## src/ppcx_pkg.sv

```systemverilog
`timescale 1ns / 1ps
// ----------------------------------------------------------------------------
// ppcx_pkg
// Shared operation codes and queue word layout for the integer execute unit.
// ----------------------------------------------------------------------------
package ppcx_pkg;

	typedef enum logic [5:0] {
		OP_ILLEGAL, OP_MULLI, OP_SUBFIC, OP_CMPLI, OP_CMPI, OP_ADDIC, OP_ADDICD,
		OP_ADDI, OP_ADDIS, OP_CRXOR, OP_CREQV, OP_RLWIMI, OP_RLWINM, OP_ORI,
		OP_ORIS, OP_XORI, OP_XORIS, OP_ANDI, OP_ANDIS, OP_CMP, OP_CMPL, OP_MFCR,
		OP_MTCRF, OP_SLW, OP_SRW, OP_SRAW, OP_SRAWI, OP_AND, OP_ANDC, OP_NOR,
		OP_OR, OP_ORC, OP_XOR, OP_CNTLZW, OP_ADD, OP_ADDC, OP_ADDE, OP_SUBF,
		OP_SUBFC, OP_SUBFE, OP_ADDZE, OP_NEG, OP_MULLW, OP_DIVWU, OP_MULHWU,
		OP_MULHW
	} op_t;

	typedef struct packed {
		op_t         op;
		logic [31:0] ins;
		logic [31:0] a;
		logic [31:0] b;
		logic [31:0] s;
	} qword_t;

	function automatic op_t decode(input logic [31:0] ins);
		op_t o;
		logic [9:0] x10;
		logic [8:0] xo;
		logic oe;
		x10 = ins[10:1];
		xo = ins[9:1];
		oe = ins[10];
		o = OP_ILLEGAL;
		unique case (ins[31:26])
			6'd7: o = OP_MULLI;
			6'd8: o = OP_SUBFIC;
			6'd10: o = OP_CMPLI;
			6'd11: o = OP_CMPI;
			6'd12: o = OP_ADDIC;
			6'd13: o = OP_ADDICD;
			6'd14: o = OP_ADDI;
			6'd15: o = OP_ADDIS;
			6'd19: begin
				if (x10 == 10'd193) o = OP_CRXOR;
				else if (x10 == 10'd289) o = OP_CREQV;
			end
			6'd20: o = OP_RLWIMI;
			6'd21: o = OP_RLWINM;
			6'd24: o = OP_ORI;
			6'd25: o = OP_ORIS;
			6'd26: o = OP_XORI;
			6'd27: o = OP_XORIS;
			6'd28: o = OP_ANDI;
			6'd29: o = OP_ANDIS;
			6'd31: begin
				unique case (x10)
					10'd0: o = OP_CMP;
					10'd32: o = OP_CMPL;
					10'd19: o = OP_MFCR;
					10'd144: o = OP_MTCRF;
					10'd24: o = OP_SLW;
					10'd536: o = OP_SRW;
					10'd792: o = OP_SRAW;
					10'd824: o = OP_SRAWI;
					10'd28: o = OP_AND;
					10'd60: o = OP_ANDC;
					10'd124: o = OP_NOR;
					10'd444: o = OP_OR;
					10'd412: o = OP_ORC;
					10'd316: o = OP_XOR;
					10'd26: o = OP_CNTLZW;
					default: begin
						unique case (xo)
							9'd266: o = OP_ADD;
							9'd10: o = OP_ADDC;
							9'd138: o = OP_ADDE;
							9'd40: o = OP_SUBF;
							9'd8: o = OP_SUBFC;
							9'd136: o = OP_SUBFE;
							9'd202: o = OP_ADDZE;
							9'd104: o = OP_NEG;
							9'd235: o = OP_MULLW;
							9'd459: o = OP_DIVWU;
							9'd11: o = oe ? OP_ILLEGAL : OP_MULHWU;
							9'd75: o = oe ? OP_ILLEGAL : OP_MULHW;
							default: o = OP_ILLEGAL;
						endcase
					end
				endcase
			end
			default: o = OP_ILLEGAL;
		endcase
		return o;
	endfunction

endpackage

```

## src/ppcx_front.sv

```systemverilog
`timescale 1ns / 1ps
// ----------------------------------------------------------------------------
// ppcx_front
// Accepts instruction words, decodes them and queues them for the back end.
// ----------------------------------------------------------------------------
module ppcx_front (
	input  logic                 clk,
	input  logic                 arst_n,
	input  logic                 valid,
	output logic                 ready,
	input  logic [31:0]          instruction,
	input  logic [31:0]          reg_a_value,
	input  logic [31:0]          reg_b_value,
	input  logic [31:0]          reg_s_value,
	output logic                 q_valid,
	input  logic                 q_ready,
	output ppcx_pkg::qword_t     q_word
);
	import ppcx_pkg::*;

	qword_t     mem_q [2];
	logic       wp_q, rp_q;
	logic [1:0] cnt_q;
	logic       push, pop;

	assign ready = cnt_q != 2'd2;
	assign q_valid = cnt_q != 2'd0;
	assign push = valid && ready;
	assign pop = q_valid && q_ready;
	assign q_word = mem_q[rp_q];

	always_ff @(posedge clk) begin
		if (push) begin
			mem_q[wp_q] <= '{op: decode(instruction), ins: instruction,
				a: reg_a_value, b: reg_b_value, s: reg_s_value};
		end
	end

	always_ff @(posedge clk or negedge arst_n) begin
		if (!arst_n) begin
			wp_q <= 1'b0;
			rp_q <= 1'b0;
			cnt_q <= 2'd0;
		end else begin
			if (push) wp_q <= ~wp_q;
			if (pop) rp_q <= ~rp_q;
			cnt_q <= cnt_q + {1'b0, push} - {1'b0, pop};
		end
	end

	a_no_overflow: assert property (@(posedge clk) disable iff (!arst_n)
		cnt_q == 2'd2 |-> !push) else $error("queue overflow");
	a_cnt_range: assert property (@(posedge clk) disable iff (!arst_n)
		cnt_q != 2'd3) else $error("queue count out of range");
	a_pop_valid: assert property (@(posedge clk) disable iff (!arst_n)
		pop |-> cnt_q != 2'd0) else $error("pop of empty queue");

endmodule

```

## config.mk

```make
export PLATFORM = sky130hd
export DESIGN_NAME = ppcx_front
export DESIGN_NICKNAME = d
export VERILOG_FILES = /design/src/ppcx_pkg.sv /design/src/ppcx_front.sv
export SDC_FILE = /design/constraint.sdc
export NUM_CORES = 1
export LEC_CHECK = 0
export BUFFER_PORTS_ARGS = -buffer_cell sky130_fd_sc_hd__buf_2
export CAP_MARGIN = 20
export CELL_PAD_IN_SITES_DETAIL_PLACEMENT = 1
export CELL_PAD_IN_SITES_GLOBAL_PLACEMENT = 2
export CORE_ASPECT_RATIO = 0.75
export CORE_UTILIZATION = 38
export DETAILED_ROUTE_END_ITERATION = 7
export PLACE_DENSITY_LB_ADDON = 0.1
export SYNTH_ARGS = -nofsm -noshare
export SYNTH_HDL_FRONTEND = slang
export SYNTH_SLANG_ARGS = --single-unit
```

## constraint.sdc

```tcl
create_clock -name clk -period 9.1 [get_ports clk]
set_input_delay 0 -clock clk [delete_from_list [all_inputs] [get_ports clk]]
set_output_delay 0 -clock clk [all_outputs]
set_load 0.05 [all_outputs]
```

==> reports/metrics.cfg, run 1 <==
[finish]
layout-drive-gt1-share=0.449
final_area_mm2=0.0147
n_fill_cell=2705
diodes=0
area_growth_syn_to_layout_pct=36.4
nets=1128
stdcell_count=1394
seq_area_mm2=0.00815
multiInputGateArea_mm2=0.00250
final_common_cell=edfxtp_1
layout_common_cells=edfxtp_1, buf_2, mux2_2

[power_and_ir_drop]
power_density_mw_per_mm2=336
p_int_uw=2890
seqPwrFrac=0.371
swShare=0.416
combPwrFrac=0.409
clkPwrFrac=0.220
switchingPower_uw=2060
ir_drop_uv=156
power_leakage_uw=0.00541

[timing]
whs_ps=166
fin_tns_setup_ps=0
worst_slack_ps=5990
hold_viol_final=0
worst_clock_skew_ps=9.91
fmax_mhz=321
rsz0062_at_grt=false
setup-violations-final=0
min_period_ps=3110
finalCritPeriodShare=0.342
worst_slew_pin_slew_ps=966
relSlewSlack=0.356
slew_viol_final=0

[placement]
place_ws_ps=6340
gp_congestion=0.848
dp.cells=1210
place_area_mm2=0.0125
io_buffers=267
hpwlAfterDp_um=16900

[setup_path]
crit_path_cell_trace=buf_4, mux2_2, buf_2
timing.rr.end=mem_q[1][71]
rr_startpoint=cnt_q[1]
crit_type=register to output port
cpPeakStageDelay_ps=1030
path_max_fanout=69
r2r_setup_slack_ps=6390
required_ps=9100
critPathLaunchType=register
endpoint_kind=output port
rr_worst_depth=3
worstPathArrival_ps=3110
slowest_stage=dfrtp_4

[grt]
grt_max_degree=70
grt_pass1_vias=7283
antenna_found_initial=1
grt_pass1_wl_um=40600
grt_usage=0.180
grt_overflow=0

[synthesis]
synth_flop_cell=edfxtp_1
syn-num-nets=727
synth_area_leaders=edfxtp_1, mux2_2, dfrtp_1
synth_edf_count=268
syn_inst=593
async_flop_share=0.0147
yosys.area.top_type_share=0.746
ys_seq_area_frac=0.756
ys_ff_latch=272
syn_avg_cell_area_um2=18.2
synth_area_mm2=0.0108
synth_top_area_cell=edfxtp_1
ys_warn_count=0
ys_types=54

[die]
die_width_um=197
die_area_mm2=0.0291
rows=52
coreArea_mm2=0.0275
initial_core_util=0.393
die_h_um=148
ios=268

[worst_hold_path]
hold_start=reg_s_value[16]
min_to=mem_q[0][16]
whs_path_depth=2
worstHoldPathType=primary input to register

[routing]
drc=0
wl_um=26400
dr.pass1.iters=4
antenna_left=0
wl_per_cell_um=18.9
vias_per_cell=4.79
vias=6680
first_iter_violations=280

[clock_network]
htreeDepth=1
cts_tree=done
cts_root_buf=clkbuf_16
cts_buffer_depth=3
clock_latency_ps=550
clkSinkCount=272
cts_made_buffers=28
cts_setup_buffers=0
clkTransAtPathRegs_ps=60

[job]
maxCapViolCount=0

[status]
status=completed

power groups by stage:
stage          sequential [uW]  combinational, uW  clock (uW)
5_1_grt                   1870               2110        1170
2_1_floorplan             1830               1590           0
3_5_place_dp              1870               2000           0
4_1_cts                   1840               2050        1130
3_3_place_gp              1850               1980           0
6_report                  1830               2020        1090
synth_stat cells, drive strengths merged (4+ instances only):
cell and number:
mux2 134, nand2b 6, clkbuf 26, nor2 20, dfrtp 4, nor4 5
buf 6, nand3 6, edfxtp 268, a21oi 6, a31oi 7, nand2 12
o21ai 6, inv 4, xor2 4, nor3 13, xnor2 5
per-layer routing:
| layer | routed length (um) | global-route usage | part of all wire | up-vias |
|---|---|---|---|---|
| li1 | - | - | - | 3153 |
| met1 | 11000 | 0.227 | 0.42 | 3312 |
| met2 | 13300 | 0.312 | 0.50 | 168 |
| met3 | 1380 | 0.0383 | 0.052 | 45 |
| met4 | 694 | 0.0543 | 0.026 | 2 |
| met5 | 16 | 0 | 0.00061 | - |
through the flow:
| step | power [uW] | util |
|---|---|---|
| floorplan | 3420 | - |
| global placement | 3820 | 0.455 |
| detailed placement | 3870 | 0.455 |
| CTS | 5020 | 0.536 |
| global route | 5150 | 0.536 |
| finish | 4950 | 0.536 |
how the worst max path moves through the flow:
stage	start	endpoint	slack (ps)	depth (start not counted)
2_1_floorplan	cnt_q[0]	mem_q[0][0]	1880	3
3_3_place_gp	cnt_q[1]	mem_q[1][70]	6440	3
3_5_place_dp	cnt_q[1]	mem_q[1][64]	6340	3
4_1_cts	rp_q	q_word[66]	5870	3
5_1_grt	rp_q	q_word[35]	5760	3
6_report	rp_q	q_word[113]	5990	3
cells by family (layout without fill, tap and decap cells):
group                      after synthesis  count (layout)  synth area share
and+or+nand+nor                         90              90            0.0471
xor gates and xnor gates                 9               9           0.00731
DFF                                    272             272             0.756
AOI/OAI and AO/OA                       50              50            0.0340
muxes                                  134             134             0.140
adders and majority gates                2               2           0.00232
buffers and inverters                   36             459            0.0136
cell type report:
| class | count | share of cell area |
|---|---|---|
| clock buffers | 29 | 0.0479 |
| repair buffers | 403 | 0.183 |
| flip-flops and latches | 272 | 0.554 |
| well taps | 378 | 0.0322 |
| inverters | 4 | 0.00102 |
| clock inverters | 23 | 0.0118 |
| multi-input cells | 285 | 0.170 |
registers in the layout, indices dropped and copies added, names as in the netlist:
register / count
cnt_q: 2
rp_q: 1
mem_q: 268
wp_q: 1
worst max-delay path, delay by kind of cell (launching register included):
| family | cells | cell delay, ps |
|---|---|---|
| buffers and inverters | 2 | 1040 |
| DFF | 1 | 1030 |
| muxes | 1 | 420 |
timing repair:
| item | CTS | global route |
|---|---|---|
| hold buffers | 132 | 0 |
| hold endpoints to repair | 266 | 0 |
| resized for setup | 0 | 0 |
No activity file was read; power rests on OpenSTA's default activity.
==> inputs of run 2 (changes only) <==
clock period = 3 ns   (was 9.1 ns; I/O delays follow)
==> run 2 against run 1 <==
Effect of this change: sequential power increased to 3.0 times the previous value; power increased to 3.1 times the previous value; worst hold slack about the same; clock power increased to 3.1 times the previous value; sequential share of layout area decreased by 0.37 points; first-iteration DRC count increased by 10%; routed wire length increased by 3.1%; critical path depth unchanged; final area increased by 0.67%; combinational power increased to 3.1 times the previous value.
==> reports/metrics.cfg, run 2 (synthesis gave the netlist of run 1 again) <==
[worst_hold_path]
whs_path_depth=2  ; unchanged
hold_start=reg_b_value[15]  ; was reg_s_value[16]
min_to=mem_q[1][47]  ; was mem_q[0][16]
worstHoldPathType=primary input to register  ; unchanged

[placement]
hpwlAfterDp_um=17200  ; was 16900 um
dp.cells=1213  ; was 1210
io_buffers=267  ; unchanged
place_ws_ps=740  ; was 6340 ps
gp_congestion=0.833  ; was 0.848

[finish]
stdcell_count=1397  ; was 1394
largest_reg_flops=268  ; unchanged
nets=1131  ; was 1128
diodes=0  ; unchanged
layout-drive-gt1-share=0.452  ; was 0.449
final_common_cell=edfxtp_1  ; unchanged
area_growth_syn_to_layout_pct=37.3  ; was 36.4%
largestRegisters=mem_q: 268 flops, cnt_q: 2 flops  ; unchanged
regMostFlops=mem_q  ; unchanged
layout_common_cells=edfxtp_1, buf_2, mux2_2  ; unchanged

[clock_network]
cts_buffer_depth=3  ; unchanged
clkSinkCount=272  ; unchanged
post_cts_resized=0  ; unchanged
clock_latency_ps=560  ; was 550 ps
cts_setup_buffers=0  ; unchanged
cts_hold_buf=132  ; unchanged
cts_root_buf=clkbuf_16  ; unchanged
cts_tree=done  ; unchanged
htreeDepth=1  ; unchanged
cts_made_buffers=28  ; unchanged
clkTransAtPathRegs_ps=60  ; about the same

[die]
die_area_mm2=0.0291  ; unchanged
coreArea_mm2=0.0275  ; unchanged
initial_core_util=0.393  ; unchanged
ios=268  ; unchanged
rows=52  ; unchanged
die_h_um=148  ; unchanged
die_width_um=197  ; unchanged

[status]
status=completed  ; unchanged

[routing]
drc=0  ; unchanged
first_iter_violations=309  ; was 280
wl_um=27200  ; was 26400 um
dr.pass1.iters=4  ; unchanged
wl_per_cell_um=19.5  ; was 18.9 um
vias_per_cell=4.85  ; was 4.79
vias=6782  ; was 6680
antenna_left=0  ; unchanged

[job]
maxCapViolCount=0  ; unchanged

[grt]
grt_usage=0.187  ; was 0.180
grt_max_degree=90  ; was 70
grt_pass1_wl_um=42000  ; was 40600 um
grt_overflow=0  ; unchanged
antenna_found_initial=0  ; was 1
grt_pass1_vias=7404  ; was 7283

[setup_path]
r2r_setup_slack_ps=1130  ; was 6390 ps
rr_startpoint=cnt_q[1]  ; unchanged
worstPathArrival_ps=2300  ; was 3110 ps
timing.rr.end=mem_q[1][72]  ; was mem_q[1][71]
path_max_fanout=54  ; was 69
rr_worst_depth=3  ; unchanged
critPathLaunchType=register  ; unchanged
required_ps=3000  ; was 9100 ps
crit_type=register to output port  ; unchanged
endpoint_kind=output port  ; unchanged

[timing]
whs_ps=166  ; about the same
worst_slew_pin_slew_ps=689  ; was 966 ps
finalCritPeriodShare=0.766
rsz0062_at_grt=false  ; unchanged
slew_viol_final=0  ; unchanged
fmax_mhz=435
min_period_ps=2300
worst_clock_skew_ps=16.7  ; was 9.91 ps
setup-violations-final=0  ; unchanged
hold_viol_final=0  ; unchanged
relSlewSlack=0.534  ; was 0.356
worst_slack_ps=702  ; was 5990 ps

[power_and_ir_drop]
power_leakage_uw=0.00547  ; was 0.00541 uW
power_uw=15200  ; was 4950 uW
ir_drop_uv=755  ; was 156 uV
p_int_uw=8840  ; was 2890 uW
switchingPower_uw=6320  ; was 2060 uW
clkPwrFrac=0.220  ; about the same
swShare=0.417  ; was 0.416
seqPwrFrac=0.361  ; was 0.371
combPwrFrac=0.419  ; was 0.409
power_density_mw_per_mm2=1020  ; was 336 mW/mm2

run 2: cell types whose count changed in the layout (fill, tap and decap cells not counted), sizes merged:
| cell | change |
|---|---|
| inv | +1 |
| clkinv | +2 |
| buf | +3 |
| clkinvlp | -3 |
run 2: worst max-delay path: stages, from the launching register on:
cell and delay [ps]:
dfrtp_4 740, buf_12 350, mux2_2 420, buf_2 220
run 2: power by group through the flow:
stage	sequential (uW)	combinational (uW)	clock [uW]
floorplan	5440	4850	0
global placement	5500	6210	0
detailed placement	5570	6270	0
CTS	5490	6430	3440
global route	5560	6650	3560
finish	5470	6350	3340
run 2: worst max-delay path by stage:
stage | startpoint | endpoint | depth (start not counted)
after global routing | instruction[6] | mem_q[0][129] | 8
final | rp_q | q_word[129] | 3
after floorplan | cnt_q[1] | mem_q[0][0] | 3
after CTS | rp_q | q_word[129] | 3
after global placement | instruction[6] | mem_q[0][129] | 7
after detailed placement | instruction[6] | mem_q[0][129] | 7
run 2: final cells by class:
class                           count  area, um2
Inverter                            4       15.0
Multi-Input combinational cell    285       2510
Fill cell                        2689      12700
Clock inverter                     23        173
Sequential cell                   272       8150
Clock buffer                       29        704
Timing Repair Buffer              406       2770
Tap cell                          378        473
run 2: metal layers:
metal / global-route usage / up-vias / share of wire
met5: 0 / - / 0
met4: 0.0512 / 0 / 0.026
met3: 0.0404 / 47 / 0.047
met2: 0.324 / 163 / 0.50
met1: 0.237 / 3411 / 0.43
li1: - / 3161 / -
run 2: per-stage QoR:
stage | area, um2 | TNS (ps) | util
6_report | 14800 | 0 | 0.539
3_3_place_gp | 12600 | 0 | 0.459
3_5_place_dp | 12600 | 0 | 0.459
5_1_grt | 14800 | 0 | 0.539
2_1_floorplan | 10800 | -13000 | -
4_1_cts | 14800 | 0 | 0.539
==> inputs of run 3 (changes only) <==
ABC_AREA = 1   (was unset)
CORE_UTILIZATION = 31   (was 38)
clock period = 2 ns   (was 3 ns; I/O delays follow)
==> run 3 against run 2 <==
Effect of this change: sequential share of layout area shrank 2.6 points; utilization shrank 9.1 points; clock skew grew 0.50 ps; critical path depth grew 2; synthesized cell count grew 57%; routed wire length grew 18%; die area grew 24%; worst hold slack gained 4.7 ps; global-route usage shrank 1.5 points; power grew 69%; combinational power grew 91%; critical endpoint is now q_word[85]; largest cell class unchanged; largest power group unchanged.
==> reports/metrics.cfg, run 3 <==
[routing]
antenna_left=0  ; unchanged
wl_per_cell_um=17.6  ; was 19.5 um
vias_per_cell=4.43  ; was 4.85
first_iter_violations=354  ; was 309
vias=8107  ; was 6782
drc=0  ; unchanged
wl_um=32200  ; was 27200 um
dr.pass1.iters=4  ; unchanged

[setup_path]
crit_path_cell_trace=buf_4, clkbuf_16, nand2_1, nand2_1, buf_2  ; was buf_12, mux2_2, buf_2
rr_startpoint=cnt_q[1]  ; unchanged
critPathLaunchType=register  ; unchanged
worstPathArrival_ps=1910  ; was 2300 ps
cp_num_buf_inv=3  ; was 2
r2r_setup_slack_ps=410  ; was 1130 ps
cp_common_cell=nand2_1
startpoint=rp_q  ; unchanged
cp_top_family=buffers and inverters  ; was flip-flops
path_max_fanout=33  ; was 54
cpPeakStageDelay_ps=530  ; was 740 ps
slowest_stage=dfrtp_4  ; unchanged
endpoint_kind=output port  ; unchanged
required_ps=2000  ; was 3000 ps
crit_type=register to output port  ; unchanged

[status]
status=completed  ; unchanged

[die]
initial_core_util=0.315  ; was 0.393
die_width_um=218  ; was 197 um
rows=59  ; was 52
ios=268  ; unchanged
die_area_mm2=0.0359  ; was 0.0291 mm2
die_h_um=164  ; was 148 um
coreArea_mm2=0.0346  ; was 0.0275 mm2

[finish]
stdcell_count=1831  ; was 1397
area_growth_syn_to_layout_pct=42.5  ; was 37.3%
n_fill_cell=3810  ; was 2689
regMostFlops=mem_q  ; unchanged
largest_reg_flops=268  ; unchanged
layout_common_cells=nand2_1, edfxtp_1, buf_2  ; was edfxtp_1, buf_2, mux2_2
post-route-util=0.448  ; was 0.539
final_common_cell=nand2_1  ; was edfxtp_1
layout-drive-gt1-share=0.269  ; was 0.452
largestRegisters=mem_q: 268 flops, cnt_q: 2 flops  ; unchanged
nets=1484  ; was 1131

[power_and_ir_drop]
power_leakage_uw=0.00665  ; was 0.00547 uW
power_uw=25600  ; was 15200 uW
ir_drop_uv=1110  ; was 755 uV
power_density_mw_per_mm2=1650  ; was 1020 mW/mm2

[synthesis]
synth_flop_cell=edfxtp_1  ; unchanged
yosys.area.top_type_share=0.739  ; was 0.746
synth_top_area_cell=edfxtp_1  ; unchanged
ys_ff_latch=272  ; unchanged
ys_warn_count=0  ; unchanged
syn_avg_cell_area_um2=11.7  ; was 18.2 um2
ys_types=33  ; was 54
synth_area_leaders=edfxtp_1, nand2_1, nand3_1  ; was edfxtp_1, mux2_2, dfrtp_1
synth_area_mm2=0.0109  ; was 0.0108 mm2
yosysMostFrequentCell=nand2_1  ; was edfxtp_1
async_flop_share=0.0147  ; unchanged
syn-num-nets=1067  ; was 727
ys_seq_area_frac=0.748  ; was 0.756
syn_inst=933  ; was 593
synth_edf_count=268  ; unchanged
yosys-top-cells-count=nand2_1, edfxtp_1, nor2_1  ; was edfxtp_1, mux2_2, clkbuf_1

[clock_network]
htreeDepth=1  ; unchanged
cts_root_buf=clkbuf_16  ; unchanged
clock_latency_ps=570  ; was 560 ps
cts_tree=done  ; unchanged
clkTransAtPathRegs_ps=60  ; about the same
cts_buffer_depth=3  ; unchanged
clkSinkCount=272  ; unchanged
cts_made_buffers=29  ; was 28

[timing]
worst_clock_skew_ps=17.2  ; was 16.7 ps
hold_viol_final=0  ; unchanged
fmax_mhz=523
slew_viol_final=0  ; unchanged
finalCritPeriodShare=0.956
worst_slew_pin_slew_ps=481  ; was 689 ps
setup-violations-final=0  ; unchanged
relSlewSlack=0.679  ; was 0.534
min_period_ps=1910

[grt]
grt_pass1_wl_um=47100  ; was 42000 um
grt_pass1_vias=8263  ; was 7404
grt_overflow=0  ; unchanged
grt_usage=0.172  ; was 0.187
grt_max_degree=78  ; was 90
antenna_found_initial=1  ; was 0

[placement]
hpwlAfterDp_um=19300  ; was 17200 um
gp_congestion=0.776  ; was 0.833
dp.cells=1636  ; was 1213
io_buffers=267  ; unchanged

[worst_hold_path]
worstHoldPathType=primary input to register  ; unchanged
hold_start=reg_a_value[29]  ; was reg_b_value[15]

[job]
maxCapViolCount=0  ; unchanged

-- run 3: final cells by class --
class	count	area (um2)	share of cell area
flip-flops and latches	272	8150	0.525
multi-input cells	594	2510	0.162
repair inverters	1	8.76	0.000564
repair buffers	415	3180	0.205
inverters	37	151	0.00975
diodes	1	2.50	0.000161
clock buffers	33	741	0.0477
clock inverters	21	204	0.0131
well taps	457	572	0.0368
-- run 3: timing repair --
action,4_1_cts,5_1_grt
setup buffers,0,4
pin swaps,0,0
hold endpoints to repair,270,0
endpoints found under the setup margin,134,84
resized for setup,61,35
hold buffers,132,0
gates cloned,1,3
-- run 3: worst reg2reg max path, cell delays in order, from the launching register on --
cell,delay [ps]
dfrtp_1,410
inv_1,100
nand2_1,70
nand2_1,90
inv_1,50
ha_1,270
inv_1,40
ha_1,180
xnor2_1,170
xor2_1,150
-- run 3: kinds of logic (layout without fill, tap and decap cells) --
kind of cell | after synthesis | count (layout) | share of synthesized area
and+or+nand+nor | 575 | 575 | 0.216
DFF | 272 | 272 | 0.748
buffers and inverters | 67 | 507 | 0.0241
AOI/OAI and AO/OA | 14 | 14 | 0.00701
xor gates and xnor gates | 3 | 3 | 0.00241
adders and majority gates | 2 | 2 | 0.00230
other | 0 | 1 | 0
-- run 3: final timing paths --
kind / endpoint / depth (start not counted)
setup reg to reg: cnt_q[1] / 9
max in group asynchronous: rp_q / 3
min in group asynchronous: rp_q / 3
hold reg to reg: cnt_q[0] / 1
setup / recovery: q_word[85] / 5
hold / removal: mem_q[0][93] / 2
-- run 3: power breakdown --
group / internal, uW / switching (uW)
registers: 7770 / 320
clock network: 3170 / 2220
logic: 2980 / 9150
-- run 3: routing by layer --
metal / share of wire / track usage
met5: 0 / 0
met2: 0.48 / 0.291
met4: 0.017 / 0.0416
met3: 0.041 / 0.0298
met1: 0.46 / 0.228
-- run 3: metrics by stage --
step | TNS (ps) | area (um2) | hold WS (ps) | worst slack [ps]
2_1_floorplan | -287780 | 10900 | -296 | -1080
3_3_place_gp | 0 | 12900 | -183 | 413
3_5_place_dp | 0 | 12900 | -185 | 417
4_1_cts | 0 | 15300 | 127 | 0.592
5_1_grt | -49.7 | 15500 | 150 | -4.62
6_report | 0 | 15500 | 171 | 88.0
